$ cat config.mk
export PLATFORM = sky130hd
export DESIGN_NAME = mips_decode_execute
export DESIGN_NICKNAME = d
export VERILOG_FILES = /design/src/mde_pkg.sv /design/src/mde_front.sv /design/src/mde_queue.sv /design/src/mde_back.sv /design/src/mips_decode_execute.sv
export VERILOG_INCLUDE_DIRS = /design/src /design/src/src
export SDC_FILE = /design/constraint.sdc
export NUM_CORES = 1
export LEC_CHECK = 0
export ABC_CLOCK_PERIOD_IN_PS = 7300
export BUFFER_PORTS_ARGS = -buffer_cell sky130_fd_sc_hd__clkbuf_2
export CAP_MARGIN = 20
export CORE_MARGIN = 4
export CORE_UTILIZATION = 50
export CTS_CLUSTER_DIAMETER = 50
export DETAILED_ROUTE_END_ITERATION = 10
export PLACE_DENSITY = 0.67
export REMOVE_ABC_BUFFERS = 1
export SETUP_SLACK_MARGIN = 0.02
export SLEW_MARGIN = 40
export SYNTH_ARGS = -nofsm -noshare
export SYNTH_HDL_FRONTEND = slang
export SYNTH_HIERARCHICAL = 1
export SYNTH_SLANG_ARGS = --single-unit
$ cat constraint.sdc
create_clock -name i_clk -period 7.3 [get_ports i_clk]
set_input_delay 0.365 -clock i_clk [delete_from_list [all_inputs] [get_ports i_clk]]
set_output_delay 0.365 -clock i_clk [all_outputs]
set_load 0.01 [all_outputs]
$ cat src/assert_macros.svh
// assertion helpers used by the rtl
`ifndef ASSERT_MACROS_SVH
`define ASSERT_MACROS_SVH

`ifndef NO_ASSERTIONS

// same-cycle implication
`define ASSERT_IMPLIES(lbl, clk, rstn, ante, cons, msg) \
    lbl: assert property (@(posedge clk) disable iff (!(rstn)) (ante) |-> (cons)) \
        else $error(msg);

// next-cycle implication
`define ASSERT_NEXT(lbl, clk, rstn, ante, cons, msg) \
    lbl: assert property (@(posedge clk) disable iff (!(rstn)) (ante) |=> (cons)) \
        else $error(msg);

`else

`define ASSERT_IMPLIES(lbl, clk, rstn, ante, cons, msg)
`define ASSERT_NEXT(lbl, clk, rstn, ante, cons, msg)

`endif

`endif

$ cat src/mde_pkg.sv
`default_nettype none

package mde_pkg;

    // primary opcodes
    localparam logic [5:0] OP_SPECIAL = 6'h00;
    localparam logic [5:0] OP_J       = 6'h02;
    localparam logic [5:0] OP_JAL     = 6'h03;
    localparam logic [5:0] OP_BEQ     = 6'h04;
    localparam logic [5:0] OP_BNE     = 6'h05;
    localparam logic [5:0] OP_ADDI    = 6'h08;
    localparam logic [5:0] OP_ADDIU   = 6'h09;
    localparam logic [5:0] OP_SLTI    = 6'h0a;
    localparam logic [5:0] OP_SLTIU   = 6'h0b;
    localparam logic [5:0] OP_ANDI    = 6'h0c;
    localparam logic [5:0] OP_ORI     = 6'h0d;
    localparam logic [5:0] OP_LUI     = 6'h0f;
    localparam logic [5:0] OP_LW      = 6'h23;
    localparam logic [5:0] OP_SW      = 6'h2b;
    localparam logic [5:0] OP_LL      = 6'h30;

    // special function codes
    localparam logic [5:0] FN_SLL  = 6'h00;
    localparam logic [5:0] FN_SRL  = 6'h02;
    localparam logic [5:0] FN_JR   = 6'h08;
    localparam logic [5:0] FN_ADD  = 6'h20;
    localparam logic [5:0] FN_ADDU = 6'h21;
    localparam logic [5:0] FN_SUB  = 6'h22;
    localparam logic [5:0] FN_SUBU = 6'h23;
    localparam logic [5:0] FN_AND  = 6'h24;
    localparam logic [5:0] FN_OR   = 6'h25;
    localparam logic [5:0] FN_NOR  = 6'h27;
    localparam logic [5:0] FN_SLT  = 6'h2a;
    localparam logic [5:0] FN_SLTU = 6'h2b;

    localparam logic [1:0] MEM_NONE  = 2'd0;
    localparam logic [1:0] MEM_LOAD  = 2'd1;
    localparam logic [1:0] MEM_STORE = 2'd2;

    localparam logic [4:0] LINK_REG = 5'd31;

    typedef enum logic [3:0] {
        ALU_ZERO,
        ALU_ADD,
        ALU_SUB,
        ALU_AND,
        ALU_OR,
        ALU_NOR,
        ALU_SLT,
        ALU_SLTU,
        ALU_SLL,
        ALU_SRL,
        ALU_PASSB,
        ALU_BEQ,
        ALU_BNE,
        ALU_J,
        ALU_JAL,
        ALU_JR
    } t_alu_op;

    // decoded item between front and back
    typedef struct packed {
        t_alu_op     alu_op;
        logic [31:0] opnd_a;
        logic [31:0] opnd_b;
        logic [4:0]  shamt;
        logic [15:0] imm;
        logic [25:0] jidx;
        logic [31:0] pc;
        logic [4:0]  dest_reg;
        logic        reg_write;
        logic [1:0]  mem_op;
        logic [31:0] store_data;
    } t_uop;

    typedef struct packed {
        logic [31:0] target_pc;
        logic        redirect;
        logic [31:0] store_data;
        logic [1:0]  mem_op;
        logic        reg_write;
        logic [4:0]  dest_reg;
        logic [31:0] result_value;
    } t_result;

endpackage

`default_nettype wire

$ cat src/mde_front.sv
`default_nettype none

module mde_front
    import mde_pkg::*;
(
    input  wire logic        i_clk,
    input  wire logic        i_rst_n,
    input  wire logic        i_valid,
    output logic             o_ready,
    input  wire logic [31:0] i_instr,
    input  wire logic [31:0] i_instr_pc,
    input  wire logic [31:0] i_rs_value,
    input  wire logic [31:0] i_rt_value,
    output logic             o_valid,
    input  wire logic        i_ready,
    output t_uop             o_uop
);

    logic        r_valid;
    t_uop        r_uop;
    t_uop        n_uop;
    logic [5:0]  opcode;
    logic [5:0]  funct;
    logic [31:0] simm;
    logic [31:0] zimm;

    assign opcode = i_instr[31:26];
    assign funct  = i_instr[5:0];
    assign simm   = {{16{i_instr[15]}}, i_instr[15:0]};
    assign zimm   = {16'h0000, i_instr[15:0]};

    always_comb begin
        n_uop            = '0;
        n_uop.alu_op     = ALU_ZERO;
        n_uop.opnd_a     = i_rs_value;
        n_uop.opnd_b     = i_rt_value;
        n_uop.shamt      = i_instr[10:6];
        n_uop.imm        = i_instr[15:0];
        n_uop.jidx       = i_instr[25:0];
        n_uop.pc         = i_instr_pc;
        n_uop.dest_reg   = i_instr[20:16];
        n_uop.reg_write  = 1'b1;
        n_uop.mem_op     = MEM_NONE;
        n_uop.store_data = '0;
        if (opcode == OP_SPECIAL) begin
            n_uop.dest_reg = i_instr[15:11];
            case (funct)
                FN_ADD, FN_ADDU: n_uop.alu_op = ALU_ADD;
                FN_SUB, FN_SUBU: n_uop.alu_op = ALU_SUB;
                FN_AND:          n_uop.alu_op = ALU_AND;
                FN_OR:           n_uop.alu_op = ALU_OR;
                FN_NOR:          n_uop.alu_op = ALU_NOR;
                FN_SLT:          n_uop.alu_op = ALU_SLT;
                FN_SLTU:         n_uop.alu_op = ALU_SLTU;
                FN_SLL:          n_uop.alu_op = ALU_SLL;
                FN_SRL:          n_uop.alu_op = ALU_SRL;
                FN_JR: begin
                    n_uop.alu_op    = ALU_JR;
                    n_uop.reg_write = 1'b0;
                end
                default:         n_uop.alu_op = ALU_ZERO;
            endcase
        end else begin
            case (opcode)
                OP_ADDI, OP_ADDIU: begin
                    n_uop.alu_op = ALU_ADD;
                    n_uop.opnd_b = simm;
                end
                OP_ANDI: begin
                    n_uop.alu_op = ALU_AND;
                    n_uop.opnd_b = zimm;
                end
                OP_ORI: begin
                    n_uop.alu_op = ALU_OR;
                    n_uop.opnd_b = zimm;
                end
                OP_SLTI: begin
                    n_uop.alu_op = ALU_SLT;
                    n_uop.opnd_b = simm;
                end
                OP_SLTIU: begin
                    n_uop.alu_op = ALU_SLTU;
                    n_uop.opnd_b = simm;
                end
                OP_LUI: begin
                    n_uop.alu_op = ALU_PASSB;
                    n_uop.opnd_b = {i_instr[15:0], 16'h0000};
                end
                OP_LW, OP_LL: begin
                    n_uop.alu_op = ALU_ADD;
                    n_uop.opnd_b = simm;
                    n_uop.mem_op = MEM_LOAD;
                end
                OP_SW: begin
                    n_uop.alu_op     = ALU_ADD;
                    n_uop.opnd_b     = simm;
                    n_uop.mem_op     = MEM_STORE;
                    n_uop.reg_write  = 1'b0;
                    n_uop.store_data = i_rt_value;
                end
                OP_BEQ: begin
                    n_uop.alu_op    = ALU_BEQ;
                    n_uop.reg_write = 1'b0;
                end
                OP_BNE: begin
                    n_uop.alu_op    = ALU_BNE;
                    n_uop.reg_write = 1'b0;
                end
                OP_J: begin
                    n_uop.alu_op    = ALU_J;
                    n_uop.reg_write = 1'b0;
                end
                OP_JAL: begin
                    n_uop.alu_op   = ALU_JAL;
                    n_uop.dest_reg = LINK_REG;
                end
                default: n_uop.alu_op = ALU_ZERO;
            endcase
        end
    end

    assign o_ready = !r_valid || i_ready;
    assign o_valid = r_valid;
    assign o_uop   = r_uop;

    always_ff @(posedge i_clk) begin
        if (!i_rst_n) begin
            r_valid <= 1'b0;
        end else if (o_ready) begin
            r_valid <= i_valid;
        end
        if (o_ready && i_valid) begin
            r_uop <= n_uop;
        end
    end

endmodule

`default_nettype wire

$ cat src/mde_queue.sv
`default_nettype none

module mde_queue
    import mde_pkg::*;
#(
    parameter int DEPTH = 2
) (
    input  wire logic i_clk,
    input  wire logic i_rst_n,
    input  wire logic i_valid,
    output logic      o_ready,
    input  wire t_uop i_uop,
    output logic      o_valid,
    input  wire logic i_ready,
    output t_uop      o_uop
);

    localparam int PTR_W = (DEPTH > 1) ? $clog2(DEPTH) : 1;
    localparam int CNT_W = $clog2(DEPTH + 1);

    t_uop             r_mem [DEPTH];
    logic [PTR_W-1:0] r_wr_ptr;
    logic [PTR_W-1:0] r_rd_ptr;
    logic [CNT_W-1:0] r_count;
    logic             push;
    logic             pop;

    assign o_ready = (r_count != CNT_W'(DEPTH));
    assign o_valid = (r_count != '0);
    assign o_uop   = r_mem[r_rd_ptr];
    assign push    = i_valid && o_ready;
    assign pop     = o_valid && i_ready;

    always_ff @(posedge i_clk) begin
        if (!i_rst_n) begin
            r_wr_ptr <= '0;
            r_rd_ptr <= '0;
            r_count  <= '0;
        end else begin
            if (push) begin
                r_wr_ptr <= (r_wr_ptr == PTR_W'(DEPTH - 1)) ? '0 : r_wr_ptr + 1'b1;
            end
            if (pop) begin
                r_rd_ptr <= (r_rd_ptr == PTR_W'(DEPTH - 1)) ? '0 : r_rd_ptr + 1'b1;
            end
            case ({push, pop})
                2'b10:   r_count <= r_count + 1'b1;
                2'b01:   r_count <= r_count - 1'b1;
                default: r_count <= r_count;
            endcase
        end
    end

    always_ff @(posedge i_clk) begin
        if (push) begin
            r_mem[r_wr_ptr] <= i_uop;
        end
    end

endmodule

`default_nettype wire

$ cat src/mde_back.sv
`default_nettype none

module mde_back
    import mde_pkg::*;
(
    input  wire logic i_clk,
    input  wire logic i_rst_n,
    input  wire logic i_valid,
    output logic      o_ready,
    input  wire t_uop i_uop,
    output logic      o_valid,
    input  wire logic i_ready,
    output t_result   o_res
);

    logic        r_valid;
    t_result     r_res;
    t_result     n_res;
    logic [31:0] a;
    logic [31:0] b;
    logic [31:0] pc_plus4;
    logic [31:0] br_offset;
    logic        equal;
    logic        taken;

    assign a         = i_uop.opnd_a;
    assign b         = i_uop.opnd_b;
    assign pc_plus4  = i_uop.pc + 32'd4;
    assign br_offset = {{14{i_uop.imm[15]}}, i_uop.imm, 2'b00};
    assign equal     = (a == b);
    assign taken     = (i_uop.alu_op == ALU_BEQ) ? equal : !equal;

    always_comb begin
        n_res              = '0;
        n_res.dest_reg     = i_uop.dest_reg;
        n_res.reg_write    = i_uop.reg_write;
        n_res.mem_op       = i_uop.mem_op;
        n_res.store_data   = i_uop.store_data;
        case (i_uop.alu_op)
            ALU_ADD:   n_res.result_value = a + b;
            ALU_SUB:   n_res.result_value = a - b;
            ALU_AND:   n_res.result_value = a & b;
            ALU_OR:    n_res.result_value = a | b;
            ALU_NOR:   n_res.result_value = ~(a | b);
            ALU_SLT:   n_res.result_value = {31'd0, $signed(a) < $signed(b)};
            ALU_SLTU:  n_res.result_value = {31'd0, a < b};
            ALU_SLL:   n_res.result_value = b << i_uop.shamt;
            ALU_SRL:   n_res.result_value = b >> i_uop.shamt;
            ALU_PASSB: n_res.result_value = b;
            ALU_BEQ, ALU_BNE: begin
                n_res.result_value = {31'd0, taken};
                n_res.redirect     = taken;
                n_res.target_pc    = taken ? pc_plus4 + br_offset : '0;
            end
            ALU_J: begin
                n_res.redirect  = 1'b1;
                n_res.target_pc = {pc_plus4[31:28], i_uop.jidx, 2'b00};
            end
            ALU_JAL: begin
                n_res.result_value = i_uop.pc + 32'd8;
                n_res.redirect     = 1'b1;
                n_res.target_pc    = {pc_plus4[31:28], i_uop.jidx, 2'b00};
            end
            ALU_JR: begin
                n_res.redirect  = 1'b1;
                n_res.target_pc = a;
            end
            default:   n_res.result_value = '0;
        endcase
    end

    assign o_ready = !r_valid || i_ready;
    assign o_valid = r_valid;
    assign o_res   = r_res;

    always_ff @(posedge i_clk) begin
        if (!i_rst_n) begin
            r_valid <= 1'b0;
        end else if (o_ready) begin
            r_valid <= i_valid;
        end
        if (o_ready && i_valid) begin
            r_res <= n_res;
        end
    end

endmodule

`default_nettype wire

$ cat src/mips_decode_execute.sv
`default_nettype none

// MIPS32 integer decode/execute: each item carries an instruction word, its pc and the
// rs/rt register values, and yields one result item with the ALU value or memory address,
// destination register and write enable, memory operation, store data, and redirect with
// its target. One item is taken every clock cycle while decode can accept; the item is
// registered in decode at the edge that accepts it, then written into the queue, then into
// the execute output register, each step waiting while the next is stalled. Decode and
// execute take a new item each cycle while empty or draining, the queue while not full.
// A queue of QUEUE_DEPTH decoded items between decode and execute lets the two sides stall
// independently. There is no reset-time clearing pass.
module mips_decode_execute
    import mde_pkg::*;
#(
    parameter int QUEUE_DEPTH = 2
) (
    input  wire logic         i_clk,
    input  wire logic         i_rst_n,
    input  wire logic         s_axis_tvalid,
    output logic              s_axis_tready,
    // instr [31:0], instr_pc [63:32], rs_value [95:64], rt_value [127:96]
    input  wire logic [127:0] s_axis_tdata,
    output logic              m_axis_tvalid,
    input  wire logic         m_axis_tready,
    // result_value [31:0], dest_reg [36:32], reg_write [37], mem_op [39:38],
    // store_data [71:40], redirect [72], target_pc [104:73], zero [111:105]
    output logic [111:0]      m_axis_tdata
);

`include "assert_macros.svh"

    logic    fr_valid;
    logic    fr_ready;
    t_uop    fr_uop;
    logic    q_valid;
    logic    q_ready;
    t_uop    q_uop;
    t_result bk_res;
    logic    in_take;
    logic    fr_stall;
    logic    out_link;
    logic    mem_ok;

    mde_front u_front (
        .i_clk      (i_clk),
        .i_rst_n    (i_rst_n),
        .i_valid    (s_axis_tvalid),
        .o_ready    (s_axis_tready),
        .i_instr    (s_axis_tdata[31:0]),
        .i_instr_pc (s_axis_tdata[63:32]),
        .i_rs_value (s_axis_tdata[95:64]),
        .i_rt_value (s_axis_tdata[127:96]),
        .o_valid    (fr_valid),
        .i_ready    (fr_ready),
        .o_uop      (fr_uop)
    );

    mde_queue #(
        .DEPTH (QUEUE_DEPTH)
    ) u_queue (
        .i_clk   (i_clk),
        .i_rst_n (i_rst_n),
        .i_valid (fr_valid),
        .o_ready (fr_ready),
        .i_uop   (fr_uop),
        .o_valid (q_valid),
        .i_ready (q_ready),
        .o_uop   (q_uop)
    );

    mde_back u_back (
        .i_clk   (i_clk),
        .i_rst_n (i_rst_n),
        .i_valid (q_valid),
        .o_ready (q_ready),
        .i_uop   (q_uop),
        .o_valid (m_axis_tvalid),
        .i_ready (m_axis_tready),
        .o_res   (bk_res)
    );

    assign m_axis_tdata = {7'd0, bk_res};

    assign in_take  = s_axis_tvalid && s_axis_tready;
    assign fr_stall = fr_valid && !fr_ready;
    assign out_link = m_axis_tvalid && bk_res.redirect && bk_res.reg_write;
    assign mem_ok   = (bk_res.mem_op == MEM_NONE) || (bk_res.mem_op == MEM_LOAD) ||
                      (bk_res.mem_op == MEM_STORE && !bk_res.reg_write);

    // an accepted item is held by decode on the next cycle
    `ASSERT_NEXT(a_front_load, i_clk, i_rst_n, in_take, fr_valid, "item lost")
    // decode keeps its item while the queue is full
    `ASSERT_NEXT(a_front_hold, i_clk, i_rst_n, fr_stall, fr_valid && $stable(fr_uop), "item lost")
    // only jal both redirects and writes, and it writes the link register
    `ASSERT_IMPLIES(a_link_dest, i_clk, i_rst_n, out_link, bk_res.dest_reg == LINK_REG, "bad link")
    // stores never write a register and the memory code is legal
    `ASSERT_IMPLIES(a_mem_op, i_clk, i_rst_n, m_axis_tvalid, mem_ok, "bad memory operation")

endmodule

`default_nettype wire
==> impl_results.md, run 1 <==
- Combinational Power Share: 0.447
- Initial antenna violation count: 0
- IO Count: approximately 250
- Clock power frac: 0.239
- Pin slew with the least headroom to its limit: approximately 900 ps
- CTS tree: yes
- Sw Pwr: approximately 6700 uW
- First-pass GRT wire length: 179,000 um
- Initial Utilization: 0.504
- Cell Int Power: between 9000 and 10,000 uW
- Peak supply drop: between 200 and 300 uV
- Max Cap Violations: 0
- Layout fillers: between 5,000 and 6,000
- Clk buf depth: 3
- DR iter-0 viols: about 3,200
- Dpl hpwl: about 90,000 um
- Area after DPL: about 37,000 um2
- CTS Buf Count: between 70 and 80
- Yosys cell types: 100
- Root Buffer Master: clkbuf_16
- Row count: between 90 and 100
- Global Route Usage Sum: 0.325
- Minimum clock period after layout: approximately 5500 ps
- P_leak: between 0.015 and 0.02 uW
- Sink Count: around 650
- Synth Area per Inst: ~12 um2
- Largest net degree at the start of global routing: 126
- Sequential share of the synthesized area: 0.553
- Kind of critical path: reg -> reg
- Remaining global-route overflow: 0
- WL per Instance: 29.7 um
- Final hold viol count: 0
- EDFF count, synth: between 600 and 700
- Top post-synthesis cells by area: edfxtp_1 (55%), mux2_2 (6.2%), ha_1 (4.7%)
- Worst-Skew Late Latency: 660 ps
- CP Launch Type: register
- Crit-path max FO: 34
- Switching Share: 0.416
- Post-Syn Area: ~35,000 um2
- H-tree depth: 3
- Synth Instances: between 2,000 and 3,000
- Drt total wl: roughly 120,000 um
- WP data arrival: just under 6000 ps
- Finished Layout Cells: around 4,200
- Worst setup EP type: register
- Post-place setup slack: ~1900 ps
- Die width: 274 um
- Layout cells sized above 1: 0.212
- Power Dens Cells: between 300 and 400 nW/um2
- Outcome: completed
- Nets: ~3,400
- Vias per cell: 6.39
- DIE AREA: approximately 75,000 um2
- WHS: around 24 ps
- F_max: approximately 180 MHz
- Die height: around 270 um
- Final Cycle Share: 0.751
- Max Slew Vio Count: 0
- Residual DRC count: 0
- HP Class: in -> reg
- Cell with the most instances after synthesis: edfxtp_1
- Top-area cell type share of the netlist area: 0.549
- Synth cell count leaders: edfxtp_1 (645), mux2_2 (194), o21ai_0 (194)
- CP endpoint: u_back/o_res[0]
- DRT Pass-1 Iters: 6
- Input/output buffers: about 240
- Reg clk slew, reported paths: 60 ps
- Number of global-route vias before repair: roughly 26,000
- R2r worst-path depth: 12
- Routed via count: ~27,000
- FF-to-FF End: u_back/o_res[0]
- Top_reg_cell synth: edfxtp_1
- RD Place Congestion: between 1 and 1.5
- Dominant cell type by area after synthesis: edfxtp_1
- Rel. slew slack: 0.413
- Setup ws final: 1820 ps
- R2R Setup Slk: 1820 ps
- Core ar.: approximately 70,000 um2
- Tot Pwr: 16,000 uW
- Worst Clk Skew: around 53 ps
- RSZ-0062 raised after global routing: false
- Antenna viol nets, final: 0
- Area growth, synth to finish: 15.3%
- Flop pwr share: 0.314
- Warnings from Yosys: 6
- Dpl cells: 3,937
- Design area: ~40,000 um2
- Seq cells post-synth: about 650
- # setup viols final: 0
- Synth async-reset ratio: 0
- Worst Path Required: about 7700 ps
==> routing by layer <==
layer / up-vias / global-route usage / wire length, um
met5: - / 0 / 0
met4: 0 / 0.102 / 4340
met3: 222 / 0.0560 / 10300
met2: 1413 / 0.522 / 57500
met1: 13400 / 0.453 / 51700
li1: 11600 / - / -
==> flip-flops by register name, summed over array words and instances (netlist names), named ones only <==
signal and count:
u_queue/r_count 2, u_queue/r_rd_ptr 1, u_front/o_valid 1, u_back/o_res 105, u_queue/r_wr_ptr 1, u_front/o_uop 166, u_queue/r_mem 374, u_back/o_valid 1
==> final cells by class <==
cell class                      count  area [um2]  area share
Antenna cell                        1        2.50   0.0000615
Clock buffer                       90        2000      0.0491
Clock inverter                     53         602      0.0148
Inverter                          118         450      0.0111
Multi-Input combinational cell   1938       14400       0.353
Sequential cell                   652       19500       0.479
Tap cell                          940        1180      0.0289
Timing Repair Buffer              382        2580      0.0633
==> power groups by stage <==
stage / sequential [uW] / combinational, uW / clock, uW
6_report: 5040 / 7160 / 3830
5_1_grt: 5070 / 7560 / 4070
4_1_cts: 5040 / 6970 / 3890
3_5_place_dp: 5110 / 6880 / 0
3_3_place_gp: 5100 / 6880 / 0
2_1_floorplan: 5280 / 4200 / 0
==> critical path, stage by stage, from the launching register on <==
cell	delay [ps]
dfxtp_4	700
buf_12	290
mux2_2	430
inv_1	120
ha_1	420
nor4_1	790
nand4_1	370
or4_4	620
nand3_2	110
o31ai_2	90
nand2_2	650
o2111ai_1	220
a311o_1	360
==> how the worst min path moves through the flow <==
stage	startpoint	to	slack, ps	cells past startpoint
2_1_floorplan	u_front/o_uop[0]	u_queue/r_mem[0][0]	420	0
3_3_place_gp	u_front/o_uop[1]	u_queue/r_mem[1][1]	420	0
3_5_place_dp	u_front/o_uop[4]	u_queue/r_mem[0][4]	430	0
4_1_cts	s_axis_tdata[124]	u_front/o_uop[28]	1	2
5_1_grt	s_axis_tdata[101]	u_front/o_uop[124]	4	2
6_report	s_axis_tdata[105]	u_front/o_uop[9]	20	2
==> metrics by stage <==
step | util | setup TNS (ps)
detailed placement | 0.531 | 0
floorplan | - | -50870
CTS | 0.581 | 0
global route | 0.581 | 0
global placement | 0.530 | 0
finish | 0.581 | 0
==> placed cells by master (no fill, tap or decap), types with 27 or more instances in the layout <==
master,n
xnor2_1,53
a21oi_1,159
clkbuf_2,238
a22oi_1,43
clkbuf_16,78
nor3_1,29
buf_4,45
xor2_1,35
nor2_1,160
nand2_1,185
ha_1,133
o211ai_1,27
nand3_1,53
dlygate4sd3_1,93
edfxtp_1,645
a21o_1,38
inv_1,115
o21ai_0,193
mux2_2,192
mux2i_1,49
a221oi_1,32
and2_1,45
a221o_1,36
==> timing repair <==
action | CTS | global route
endpoints found under the setup margin | 0 | 0
hold buffers | 93 | 0
resized for setup | 0 | 0
setup buffers | 0 | 0
hold endpoints to repair | 97 | 0
==> cells by family after synthesis <==
| family | count (synthesis) | share of synthesized area |
|---|---|---|
| fa+ha+maj | 136 | 0.0488 |
| simple gates | 657 | 0.0912 |
| buf+inv | 321 | 0.0435 |
| flops | 652 | 0.553 |
| other cells | 1 | 0.000106 |
| compound gates | 777 | 0.149 |
| mux | 273 | 0.0928 |
| xor+xnor | 88 | 0.0218 |
Note: power is estimated with default switching activity, not from simulation.
==> run 2, diff against run 1 <==
--- a/config.mk
+++ b/config.mk
@@ -6,7 +6,8 @@
 export SDC_FILE = /design/constraint.sdc
 export NUM_CORES = 1
 export LEC_CHECK = 0
-export ABC_CLOCK_PERIOD_IN_PS = 7300
+export ABC_AREA = 1
+export ABC_CLOCK_PERIOD_IN_PS = 5700
 export BUFFER_PORTS_ARGS = -buffer_cell sky130_fd_sc_hd__clkbuf_2
 export CAP_MARGIN = 20
 export CORE_MARGIN = 4
==> constraint.sdc (replaced) <==
create_clock -name i_clk -period 5.7 [get_ports i_clk]
set_input_delay 0.285 -clock i_clk [delete_from_list [all_inputs] [get_ports i_clk]]
set_output_delay 0.285 -clock i_clk [all_outputs]
set_load 0.01 [all_outputs]
==> impl_results.md, run 2 <==
- Crit path top cell by count: nand2_1
- Sequential share of the synthesized area: 0.507 (-0.0456)
- First-pass GRT wire length: 197,000 um (+9.5%)
- Nets: 4,711 (+37%)
- Layout fillers: 6,784 (+19%)
- Post-Syn Area: 38,500 um2 (+9.0%)
- DR iter-0 viols: 3,536 (+9.7%)
- Largest net degree at the start of global routing: 127 (+0.79%)
- Vias per cell: 5.67 (-11%)
- # setup viols final: 0 (unchanged)
- CTS Buf Count: 77 (-1.3%)
- RSZ-0062 raised after global routing: false
- EDFF count, synth: 645 (unchanged)
- Global Route Usage Sum: 0.326 (+0.00182)
- Hold-fix buffers, CTS: 120 (+29%)
- Most common cell after layout, fill and taps aside: nand2_1
- DRT Pass-1 Iters: 6 (unchanged)
- Worst setup EP type: register
- Design area: 44,100 um2 (+8.5%)
- Layout cells sized above 1: 0.157 (-0.0557)
- Initial antenna violation count: 9 (+9)
- Max FFs per register: 374 (unchanged)
- Top-area cell type share of the netlist area: 0.503 (-0.0453)
- Routed via count: 31,400 (+18%)
- Antenna viol nets, final: 0 (unchanged)
- Setup repair bufs after CTS: 0 (unchanged)
- Max Slew Vio Count: 0 (unchanged)
- Max incr delay on CP: 680 ps (-110 ps)
- Seq cells post-synth: 652 (unchanged)
- Residual DRC count: 0 (unchanged)
- WP data arrival: 4770 ps (-1110 ps)
- H-tree depth: 3 (unchanged)
- Top post-synthesis cells by area: edfxtp_1 (50%), nand2_1 (9.8%), nand3_1 (7.4%)
- Worst Clk Skew: 23.9 ps (-28.8 ps)
- Cell with the most instances after synthesis: nand2_1
- Kind of critical path: reg -> reg
- Power Dens Cells: 499 nW/um2 (+27%)
- Post-cts sizing count: 0 (unchanged)
- Max Cap Violations: 0 (unchanged)
- Synth cell count leaders: nand2_1 (1,001), edfxtp_1 (645), nand3_1 (567)
- Core ar.: 76,100 um2 (+8.6%)
- Yosys cell types: 60 (-40%)
- Synth Area per Inst: 9.33 um2 (-23%)
- Top_reg_cell synth: edfxtp_1
- Biggest register: u_queue/r_mem
- Pin slew with the least headroom to its limit: 883 ps (+4.70 ps)
- Root Buffer Master: clkbuf_16
- Area growth, synth to finish: 14.7%
- Synth Instances: 4,126 (+42%)
- Remaining global-route overflow: 0 (unchanged)
- Warnings from Yosys: 6 (unchanged)
- Minimum clock period after layout: 4430 ps (-1050 ps)
- Sink Count: 652 (unchanged)
- Area after DPL: 40,400 um2 (+8.8%)
- Drt total wl: 136,000 um (+9.8%)
- IO Count: 246 (unchanged)
- Dpl hpwl: 104,000 um (+15%)
- Peak supply drop: 514 uV (+88%)
- Final Cycle Share: 0.778 (+0.0265)
- Die height: 285 um (+4.3%)
- Rel. slew slack: 0.405 (-0.00728)
- Outcome: completed
- CTS tree: yes
- Input/output buffers: 238 (unchanged)
- Worst-Skew Late Latency: 630 ps (-30 ps)
- Worst Path Required: 6040 ps (-1650 ps)
- Worst path cell trace: buf_12 -> buf_4 -> mux2_4 -> inv_1 -> ha_1 -> nand2_1 -> nor2_1 -> nand3_1 -> nand3b_1 -> nand2_1 -> nand2_1 -> nand2_1 -> nand3_1 -> nand3_1
- CP Launch Type: register
- HP Class: in -> reg
- DIE AREA: 81,500 um2 (+8.7%)
- Initial Utilization: 0.506 (+0.00169)
- Crit-path max FO: 31 (-8.8%)
- Clk buf depth: 3 (unchanged)
- WL per Instance: 24.6 um (-17%)
- F_max: 226 MHz (+24%)
- CP max-delay cell: dfxtp_4
- Dominant cell type by area after synthesis: edfxtp_1
- RD Place Congestion: 1.02 (-2.7%)
- Synth async-reset ratio: 0 (unchanged)
- Final hold viol count: 0 (unchanged)
- Number of global-route vias before repair: 30,200 (+15%)
- Reg clk slew, reported paths: 60 ps (about the same)
- Row count: 101 (+4.1%)
- P_leak: 0.0193 uW (+28%)
- Die width: 285 um (+4.3%)
- Highest-count cells in the layout ignoring fill and taps: nand2_1 (1,000), edfxtp_1 (645), nand3_1 (567), inv_1 (479), nor2_1 (338)
- WHS: 30.1 ps (+6.35 ps)
-- run 2: changes by cell type after synthesis, sizes merged, moves of 62 or more --
cell	before	now
nor2	163	372
o21ai	198	136
nand3	54	601
clkbuf	101	30
nand2	187	1014
inv	117	491
-- run 2: area by class of cell --
type                    instances  area, um2  area share
flip-flops and latches        652      19500       0.442
multi-input cells            2818      16100       0.365
repair buffers                402       2870      0.0650
clock buffers                  91       2000      0.0453
inverters                     492       1850      0.0420
well taps                    1030       1290      0.0292
clock inverters                49        510      0.0116
diodes                          1       2.50   0.0000567
-- run 2: stage by stage --
| step | total power [uW] | std cells | util | worst slack [ps] | TNS [ps] |
|---|---|---|---|---|---|
| after CTS | 21900 | 5533 | 0.580 | 1330 | 0 |
| after detailed placement | 17000 | 5273 | 0.531 | 1390 | 0 |
| after global placement | 17000 | 5269 | 0.530 | 1380 | 0 |
| after floorplan | 13700 | 3962 | - | -3790 | -2201560 |
| after global routing | 23200 | 5534 | 0.580 | 947 | 0 |
| final | 22100 | 5535 | 0.580 | 1270 | 0 |
-- run 2: worst paths after layout --
kind,startpoint,to,slack (ps),depth (start not counted)
worst max-delay path,register,u_back/o_res[25],1270,14
worst min register to register,u_front/o_uop[152],u_queue/r_mem[0][152],440,0
worst min-delay path,s_axis_tdata[113],u_front/o_uop[17],30,3
worst max register to register,register,u_back/o_res[25],1270,14
-- run 2: worst max-delay path: cells and delay by family (launching register included) --
kind	cells	cell delay (ps)
and+or+nand+nor	9	1750
adders and majority gates	1	410
muxes	1	370
buffers and inverters	3	880
DFF	1	680
-- run 2: where the power goes --
group	internal [uW]	total, uW	switching, uW
clock network	2830	4840	2010
registers	6300	6670	373
logic	3210	10500	7330
total	12300	22100	9720
-- run 2: metal layers --
metal  global-route usage  share of wire  vias to the layer above
met5                    0        0.00034                        -
met4                0.125          0.041                        8
met3               0.0467          0.080                      263
met2                0.528           0.46                     1392
met1                0.449           0.42                    15200
li1                     -              -                    14500
-- run 2: kinds of logic after synthesis --
family                     synth area share
AOI/OAI and AO/OA                    0.0525
xor gates and xnor gates            0.00956
adders and majority gates            0.0448
buffers and inverters                0.0766
DFF                                   0.507
muxes                                0.0674
other                             0.0000975
and+or+nand+nor                       0.242
